[config.mk]
export PLATFORM = sky130hd
export DESIGN_NAME = pbe_cell
export DESIGN_NICKNAME = d
export VERILOG_FILES = /design/src/rtl/pbe_pkg.sv /design/src/rtl/pbe_cell.sv
export SDC_FILE = /design/constraint.sdc
export NUM_CORES = 2
export LEC_CHECK = 0
export ABC_CLOCK_PERIOD_IN_PS = 25800
export BUFFER_PORTS_ARGS = -buffer_cell sky130_fd_sc_hd__buf_2
export CAP_MARGIN = 15
export CORE_ASPECT_RATIO = 1.75
export CORE_MARGIN = 4
export CORE_UTILIZATION = 51
export DETAILED_ROUTE_END_ITERATION = 12
export GPL_TIMING_DRIVEN = 0
export PLACE_DENSITY = 0.7
export SYNTH_ARGS = -nofsm -noshare
export SYNTH_HDL_FRONTEND = slang
export SYNTH_SLANG_ARGS = --single-unit
[constraint.sdc]
create_clock -name clk_i -period 25.8 [get_ports clk_i]
set_clock_uncertainty 0.2 [all_clocks]
set_input_delay 3.87 -clock clk_i [delete_from_list [all_inputs] [get_ports clk_i]]
set_output_delay 3.87 -clock clk_i [all_outputs]
set_load 0.05 [all_outputs]
[src/rtl/pbe_pkg.sv]
`timescale 1ns / 1ps
// Package for the polynomial basis evaluator: payload structs, cell control,
// fixed-point constants and selector codes. No dependencies.
package pbe_pkg;

  localparam int RES_W      = 52;
  localparam int X_W        = 32;
  localparam int LEFT_W     = 55;
  localparam int FRAC_BITS  = 30;
  localparam int MAX_DEGREE = 31;

  localparam logic signed [RES_W-1:0] RES_MAX = {1'b0, {(RES_W-1){1'b1}}};
  localparam logic signed [RES_W-1:0] RES_MIN = {1'b1, {(RES_W-1){1'b0}}};
  localparam logic signed [RES_W-1:0] ONE_Q   = RES_W'(1) << FRAC_BITS;

  localparam logic [1:0] FUNC_VALUE = 2'd0;
  localparam logic [1:0] FUNC_D1    = 2'd1;
  localparam logic [1:0] FUNC_D2    = 2'd2;

  localparam logic BASIS_MONO = 1'b0;
  localparam logic BASIS_CHEB = 1'b1;

  typedef struct packed {
    logic signed [X_W-1:0] x_value;
    logic [4:0]            degree;
    logic [1:0]            func;
  } in_t;

  typedef struct packed {
    logic signed [RES_W-1:0] result_value;
    logic                    saturated;
  } out_t;

  typedef struct packed {
    logic load;
    logic mul_lo;
    logic mul_hi;
    logic cheb;
  } cell_ctrl_t;

endpackage

[src/rtl/pbe_cell.sv]
`timescale 1ns / 1ps
// One recurrence cell: holds the current and previous term of one sequence and
// forms the next term with a multiply by x split into two half products. Depends on pbe_pkg.
module pbe_cell (
  input  logic                          clk_i,
  input  pbe_pkg::cell_ctrl_t           ctrl_i,
  input  logic [pbe_pkg::X_W-1:0]       x_mag_i,
  input  logic                          x_neg_i,
  input  logic signed [pbe_pkg::RES_W-1:0]  init_cur_i,
  input  logic signed [pbe_pkg::RES_W-1:0]  init_prev_i,
  input  logic signed [pbe_pkg::LEFT_W-1:0] left_i,
  output logic signed [pbe_pkg::RES_W-1:0]  cur_o,
  output logic                          sat_o
);
  import pbe_pkg::*;

  localparam int PP_W   = 58;
  localparam int PROD_W = 84;
  localparam int SUM_W  = 56;
  localparam logic [PROD_W-1:0] RND_CHEB = PROD_W'(1) << (FRAC_BITS - 2);
  localparam logic [PROD_W-1:0] RND_MONO = PROD_W'(1) << (FRAC_BITS - 1);
  localparam logic [PROD_W-1:0] LIM_POS  = PROD_W'(RES_MAX);
  localparam logic [PROD_W-1:0] LIM_NEG  = PROD_W'(RES_MAX) + PROD_W'(1);
  localparam logic signed [SUM_W-1:0] SUM_MAX = SUM_W'(RES_MAX);
  localparam logic signed [SUM_W-1:0] SUM_MIN = SUM_W'(RES_MIN);

  logic signed [RES_W-1:0] cur_q, cur_d, prev_q, prev_d, new_val;
  logic [PP_W-1:0]         pp_lo_q, pp_lo_d, pp_hi;
  logic                    b_neg, p_neg, mul_ovf, sum_ovf;
  logic [RES_W-1:0]        b_mag, q_mag;
  logic [PROD_W-1:0]       prod, rnd, quo, lim;
  logic signed [RES_W:0]   m_val;
  logic signed [SUM_W-1:0] sum;

  always_comb begin
    b_neg   = cur_q[RES_W-1];
    b_mag   = b_neg ? RES_W'(-cur_q) : RES_W'(cur_q);
    p_neg   = x_neg_i ^ b_neg;
    pp_lo_d = PP_W'(x_mag_i) * PP_W'(b_mag[25:0]);
    pp_hi   = PP_W'(x_mag_i) * PP_W'(b_mag[RES_W-1:26]);
    prod    = {pp_hi, 26'b0} + PROD_W'(pp_lo_q);
    rnd     = prod + (ctrl_i.cheb ? RND_CHEB : RND_MONO);
    quo     = ctrl_i.cheb ? (rnd >> (FRAC_BITS - 1)) : (rnd >> FRAC_BITS);
    lim     = p_neg ? LIM_NEG : LIM_POS;
    mul_ovf = quo > lim;
    q_mag   = mul_ovf ? lim[RES_W-1:0] : quo[RES_W-1:0];
    m_val   = p_neg ? -$signed({1'b0, q_mag}) : $signed({1'b0, q_mag});
    if (ctrl_i.cheb) begin
      sum = SUM_W'(left_i) + SUM_W'(m_val) - SUM_W'(prev_q);
    end else begin
      sum = SUM_W'(m_val);
    end
    sum_ovf = (sum > SUM_MAX) || (sum < SUM_MIN);
    if (sum > SUM_MAX) begin
      new_val = RES_MAX;
    end else if (sum < SUM_MIN) begin
      new_val = RES_MIN;
    end else begin
      new_val = $signed(sum[RES_W-1:0]);
    end
    sat_o = ctrl_i.mul_hi & (mul_ovf | sum_ovf);

    cur_d  = cur_q;
    prev_d = prev_q;
    if (ctrl_i.load) begin
      cur_d  = init_cur_i;
      prev_d = init_prev_i;
    end else if (ctrl_i.mul_hi) begin
      cur_d  = new_val;
      prev_d = cur_q;
    end
  end

  always_ff @(posedge clk_i) begin
    cur_q  <= cur_d;
    prev_q <= prev_d;
    if (ctrl_i.mul_lo) begin
      pp_lo_q <= pp_lo_d;
    end
  end

  assign cur_o = cur_q;

endmodule

### After elaboration in Yosys (flattened, before gate mapping)

Cells that the tools add are included.

* add/sub/neg operators: 6
* $mul: 2
* order comparisons: 3
* multiplexer cells: 13
* bitwise gates (word level): 3
* reductions and logical operators: 2

Operator list (count)
* 52-bit 2-to-1 mux: 9
* 32-bit by 26-bit multiplier with 58-bit output: 2
* 84-bit by 30-bit adder with 84-bit output: 1
* 84-bit by 58-bit adder with 84-bit output: 1
* 55-bit by 53-bit adder with 56-bit output: 1
* 56-bit by 52-bit greater-than comparator with 1-bit output (second input constant): 1
* 56-bit by 52-bit < comparator with 1-bit output (second input constant): 1
* 56-bit 2-to-1 mux: 1
* 56-bit by 52-bit subtractor with 56-bit output: 1
* 55-bit by 52-bit greater-than comparator with 1-bit output: 1
* 55-bit 2-to-1 mux: 1
* 53-bit 2-to-1 mux: 1
* 52-bit negation with 53-bit output: 1
* 52-bit negation: 1
* 30-bit 2-to-1 mux: 1
* 2-bit nonzero test: 1
* 1-bit bitwise AND: 1
* 1-bit logical OR: 1
* 1-bit OR: 1
* 1-bit bitwise XOR: 1

* bits in registers: 162
* input bits: 197
* output and inout port bits: 53
* word-level logic and storage cells: 32

### Logic depth before layout (Yosys ltp)

* word-level depth: 18
* gate-level depth with buffers: 100
* gate-level depth less buffers: 90

### Least setup slack after synthesis

Ideal clock, no wire load.

* kind: register to output
* from: register cur_q[2], in the netlist cur_o[2]
* to: output port sat_o
* arrival: 22.352 ns
* data required time: 21.730 ns
* setup slack: -0.622 ns
* stages on the path, launching flop included: 92
* buffers on the path: 10
* cell sequence: edfxtp_1 or2_2 nor4_1 nand4_1 or4_1 or3_1 or3_1 or4_1 nand2b_1 nor2_1 nand2_1 nor4b_1 clkbuf_1 nand2_1 fa_1 fa_1 inv_1 fa_1 (+56 left out) a21o_1 a21o_1 a21o_1 a211oi_1 nor2_1 a221oi_1 o21ai_0 a21oi_1 o211ai_1 a31o_2 a21oi_1 xnor2_1 and4_1 nor3_1 a31oi_1 buf_2 buf_4 a31oi_1

* word-level cells in the longest chain between the ends: 17
* elaborated cells on any way between the ends: 18
* those cells by class: add/sub (6); mul (1); order compare (3); mux (5); bitwise (2); reduce/logical (1)

Ends and longest elaborated chain
* from (decl): RTL line pbe_cell.sv:27 `logic signed [RES_W-1:0] cur_q, cur_d, prev_q, prev_d, new_val;`
* from (signal assigned): RTL line pbe_cell.sv:75 `cur_q <= cur_d;`
* 52-bit negation (*): RTL line pbe_cell.sv:37 `b_mag = b_neg ? RES_W'(-cur_q) : RES_W'(cur_q);`
* 52-bit 2-to-1 mux (*): RTL line pbe_cell.sv:37
* 32-bit by 26-bit multiplier with 58-bit output (*): RTL line pbe_cell.sv:40 `pp_hi = PP_W'(x_mag_i) * PP_W'(b_mag[RES_W-1:26]);`
* 84-bit by 58-bit adder with 84-bit output (*): RTL line pbe_cell.sv:41 `prod = {pp_hi, 26'b0} + PROD_W'(pp_lo_q);`
* 84-bit by 30-bit adder with 84-bit output (*): RTL line pbe_cell.sv:42 `rnd = prod + (ctrl_i.cheb ? RND_CHEB : RND_MONO);`
* 55-bit 2-to-1 mux (*): RTL line pbe_cell.sv:43 `quo = ctrl_i.cheb ? (rnd >> (FRAC_BITS - 1)) : (rnd >> FRAC_BITS);`
* 55-bit by 52-bit greater-than comparator with 1-bit output: RTL line pbe_cell.sv:45 `mul_ovf = quo > lim;`
* 52-bit 2-to-1 mux: RTL line pbe_cell.sv:46 `q_mag = mul_ovf ? lim[RES_W-1:0] : quo[RES_W-1:0];`
* 52-bit negation with 53-bit output: RTL line pbe_cell.sv:47 `m_val = p_neg ? -$signed({1'b0, q_mag}) : $signed({1'b0, q_mag});`
* 53-bit 2-to-1 mux: RTL line pbe_cell.sv:47
* 55-bit by 53-bit adder with 56-bit output: RTL line pbe_cell.sv:49 `sum = SUM_W'(left_i) + SUM_W'(m_val) - SUM_W'(prev_q);`
* 56-bit by 52-bit subtractor with 56-bit output: RTL line pbe_cell.sv:49
* 56-bit 2-to-1 mux: RTL line pbe_cell.sv:48 `if (ctrl_i.cheb) begin`
* 56-bit by 52-bit greater-than comparator with 1-bit output or 56-bit by 52-bit < comparator with 1-bit output (tied branches): RTL line pbe_cell.sv:53 `sum_ovf = (sum > SUM_MAX) || (sum < SUM_MIN);`
* 1-bit logical OR: RTL line pbe_cell.sv:53
* 1-bit OR (*): RTL line pbe_cell.sv:61 `sat_o = ctrl_i.mul_hi & (mul_ovf | sum_ovf);`
* 1-bit bitwise AND (*): RTL line pbe_cell.sv:61
* to (decl): RTL line pbe_cell.sv:13 `output logic sat_o`

Mark *: on every way between the ends. The rest lies on a longest branch, timed or not.

### Worst setup path in the final report

* from: input port ctrl_i[0] (netlist name)
* to: output port sat_o

* word-level cells in the longest chain between the ends: 14
* elaborated cells on any way between the ends: 15
* those cells by class: add/sub (4); order compare (3); mux (5); bitwise (2); reduce/logical (1)

Ends and longest elaborated chain
* from (decl): RTL line pbe_cell.sv:6 `input pbe_pkg::cell_ctrl_t ctrl_i,`
* 30-bit 2-to-1 mux: RTL line pbe_cell.sv:42
* 84-bit by 30-bit adder with 84-bit output: RTL line pbe_cell.sv:42
* 55-bit 2-to-1 mux: RTL line pbe_cell.sv:43
* 55-bit by 52-bit greater-than comparator with 1-bit output: RTL line pbe_cell.sv:45
* 52-bit 2-to-1 mux: RTL line pbe_cell.sv:46
* 52-bit negation with 53-bit output: RTL line pbe_cell.sv:47
* 53-bit 2-to-1 mux: RTL line pbe_cell.sv:47
* 55-bit by 53-bit adder with 56-bit output: RTL line pbe_cell.sv:49
* 56-bit by 52-bit subtractor with 56-bit output: RTL line pbe_cell.sv:49
* 56-bit 2-to-1 mux: RTL line pbe_cell.sv:48
* 56-bit by 52-bit greater-than comparator with 1-bit output or 56-bit by 52-bit < comparator with 1-bit output (tied branches): RTL line pbe_cell.sv:53
* 1-bit logical OR: RTL line pbe_cell.sv:53
* 1-bit OR (*): RTL line pbe_cell.sv:61
* 1-bit bitwise AND (*): RTL line pbe_cell.sv:61

Marks and branches as above.

==> results.toml <==
[drt]
post_drt_via_cell_ratio = 6.07
routed_wirelength_um = 319000
dr.pass1.iters = 6
num_vias = 64500
drc = 0
ant_nets = 0
drt_iter0_drc = 5292
detail_route.wl_per_cell_um = 30.0

[status]
violations = "negative setup slack"
status = "finished with violations"

[critical_path]
cp_slowest_stage_delay_ns = 0.93
rrSetupSlack_ns = 2.98
cp-start-kind = "primary input"
startpoint = "ctrl_i[0]"
critPathBufInv = 24
worst_ep_required_time_ns = 21.73
critPathArrivalTime_ns = 22.56
reg2reg_to = "cur_o[13]$_DFFE_PP_"
crit_family = "buffers and inverters"
critPathKind = "primary input to primary output"
cp_max_fo = 11
cp-end-kind = "primary output"
r2r-start = "cur_o[14]$_DFFE_PP_"
cpMostUsedCell = "buf_6"
crit_slowest_cell = "clkbuf_1"
reg2reg_depth = 91

[synthesis]
syn_nets = 10600
synth.cell_area_mm2 = 0.0719
synth_top_area_share = 0.416
synth_cell_types = 97
syn_inst = 8306
synth_enable_flop_cells = 136
ys_warn_count = 0
yosysTopAreaCell = "fa_1"
syn_area_per_cell_um2 = 8.65
synthArstFlopShare = 0
seq_area_frac_synth = 0.0568
ys_ff_latch = 136
synth.area.top_cells = "fa_1 (42%), ha_1 (9.7%), inv_1 (8.8%)"
synthFlopType = "edfxtp_1"

[timing]
post-route-min-period_ns = 26.63
report.final.hold_viol_count = 0
final-setup-viol-count = 1
tightest_slew_ns = 1.50
rsz0062_at_grt = "true"
relSlewSlack = 0.000673
fmax_mhz = 37.5
worst_slack_ns = -0.832
fin_crit_sh = 1.03
slew_violations = 0

[placement]
routabilityCongestion = 1.12
port-buffer-count = 226
hpwl_um = 268000

[min_path]
min_from = "cur_o[8]$_DFFE_PP_"
whs_path_depth = 1
whs_endpoint = "prev_q[8]$_DFFE_PP_"
hold_class = "register to register"

[clock_tree]
clk_transition_reported_paths_ns = 0.07
insertion_delay_ns = 0.49
numCtsBuffers = 17
postCtsHoldBufs = 0
cts.sinks = 136
cts-root-buf = "clkbuf_16"
cts_tree = "built"
htreeDepth = 4
clk_path_buf_depth = 2

[die]
chipWidth_um = 292
start_util = 0.512
die-area_mm2 = 0.147
placementRows = 182
coreArea_mm2 = 0.140
ios = 250
die_h_um = 505

[finish]
post-route-util = 0.583
final_common_cell = "inv_1"
drive_above_1_share = 0.131
finalNetCount = 11000
area_growth_pct = 13.8
final_cell_mix = "inv_1 (1661), fa_1 (1467), nand2_1 (1130)"

[run]
maxCapViolations = 0

[global_routing]
grt_antenna_before_repair = 45
grt_pass1_vias = 69500
grt_pass1_wl_um = 461000
grt-ovfl-total = 0
globalRouteTotalUtil = 0.434
grt_max_degree = 71
[cells by family after synthesis]
logic type               synth area share
multiplexers                       0.0124
adder cells (fa/ha/maj)             0.513
AND/OR/NAND/NOR                     0.183
flip-flops                         0.0568
XOR/XNOR                           0.0266
buffers and inverters               0.114
AO/OA/AOI/OAI                      0.0947
[worst reg2reg max path: cells and delay by family (launching register included)]
kind	cells	cell delay (ns)
buffers and inverters	17	2.91
adder cells (fa/ha/maj)	14	5.58
flip-flops	1	0.46
AND/OR/NAND/NOR	26	6.19
XOR/XNOR	3	0.83
AO/OA/AOI/OAI	31	6.36
[worst max path at each step]
| stage | to | slack [ns] | cells after the start |
|---|---|---|---|
| floorplan | sat_o | 0.05 | 86 |
| global placement | sat_o | -9.58 | 87 |
| detailed placement | sat_o | -9.55 | 89 |
| CTS | sat_o | -0.01 | 85 |
| global route | sat_o | -1.26 | 93 |
| finish | sat_o | -0.83 | 75 |
[per-layer routing]
metal / global-route usage / routed length [µm] / vias up
li1: - / - / 26700
met1: 0.426 / 94400 / 32100
met2: 0.720 / 150000 / 3980
met3: 0.0895 / 26000 / 1704
met4: 0.482 / 47600 / 18
met5: 0.00363 / 126 / -
[state kept, by name, summed over array words and instances (netlist names)]
register  count
cur_o        52
pp_lo_q      32
prev_q       52
[repair_timing]
item	CTS	global route
setup endpoints to repair	53	1
cloned	1	0
pin swaps	206	13
gates resized for setup	949	13
buffers inserted	168	8
[final cells by class]
| type | instances | area [µm²] |
|---|---|---|
| antenna | 40 | 100 |
| buffer | 450 | 3160 |
| clock buffer | 18 | 429 |
| clock inverter | 14 | 164 |
| fill | 12700 | 58500 |
| inverter | 1676 | 6300 |
| multi-input combinational | 6007 | 62200 |
| sequential | 136 | 4080 |
| tap | 1840 | 2300 |
| timing repair buffer | 442 | 3070 |
[cells in the mapped netlist, drive strengths merged (21+ instances only)]
cell type and number:
or3 38, nand2 1148, nor3 72, xor2 67
ha 560, o211ai 27, and3 48, a211oi 44
and2 511, a21oi 269, a21o 113, inv 1676
a2bb2oi 39, o21bai 22, nor2 216, fa 1492
nand3 76, buf 27, nand4 67, mux2 60
mux2i 21, nand2b 54, o31ai 43, or4 23
xnor2 151, a31oi 37, edfxtp 136, clkbuf 460
o21ai 188, o21a 35, nor4 33, nor2b 286
[through the flow]
stage	setup TNS [ns]	area [µm²]	hold WS, ns	worst slack, ns	std cells
floorplan	0	71900	0.800	0.0523	8306
global placement	-303.67	75300	0.550	-9.58	10400
detailed placement	-303.34	75800	0.549	-9.55	10400
CTS	-0.0124	81600	0.574	-0.0124	10600
global route	-1.26	81700	0.612	-1.26	10600
finish	-0.832	81800	0.571	-0.832	10600
Power is not shown: default switching activity piles up to over one toggle a cycle in this logic, so the estimate is an artifact.
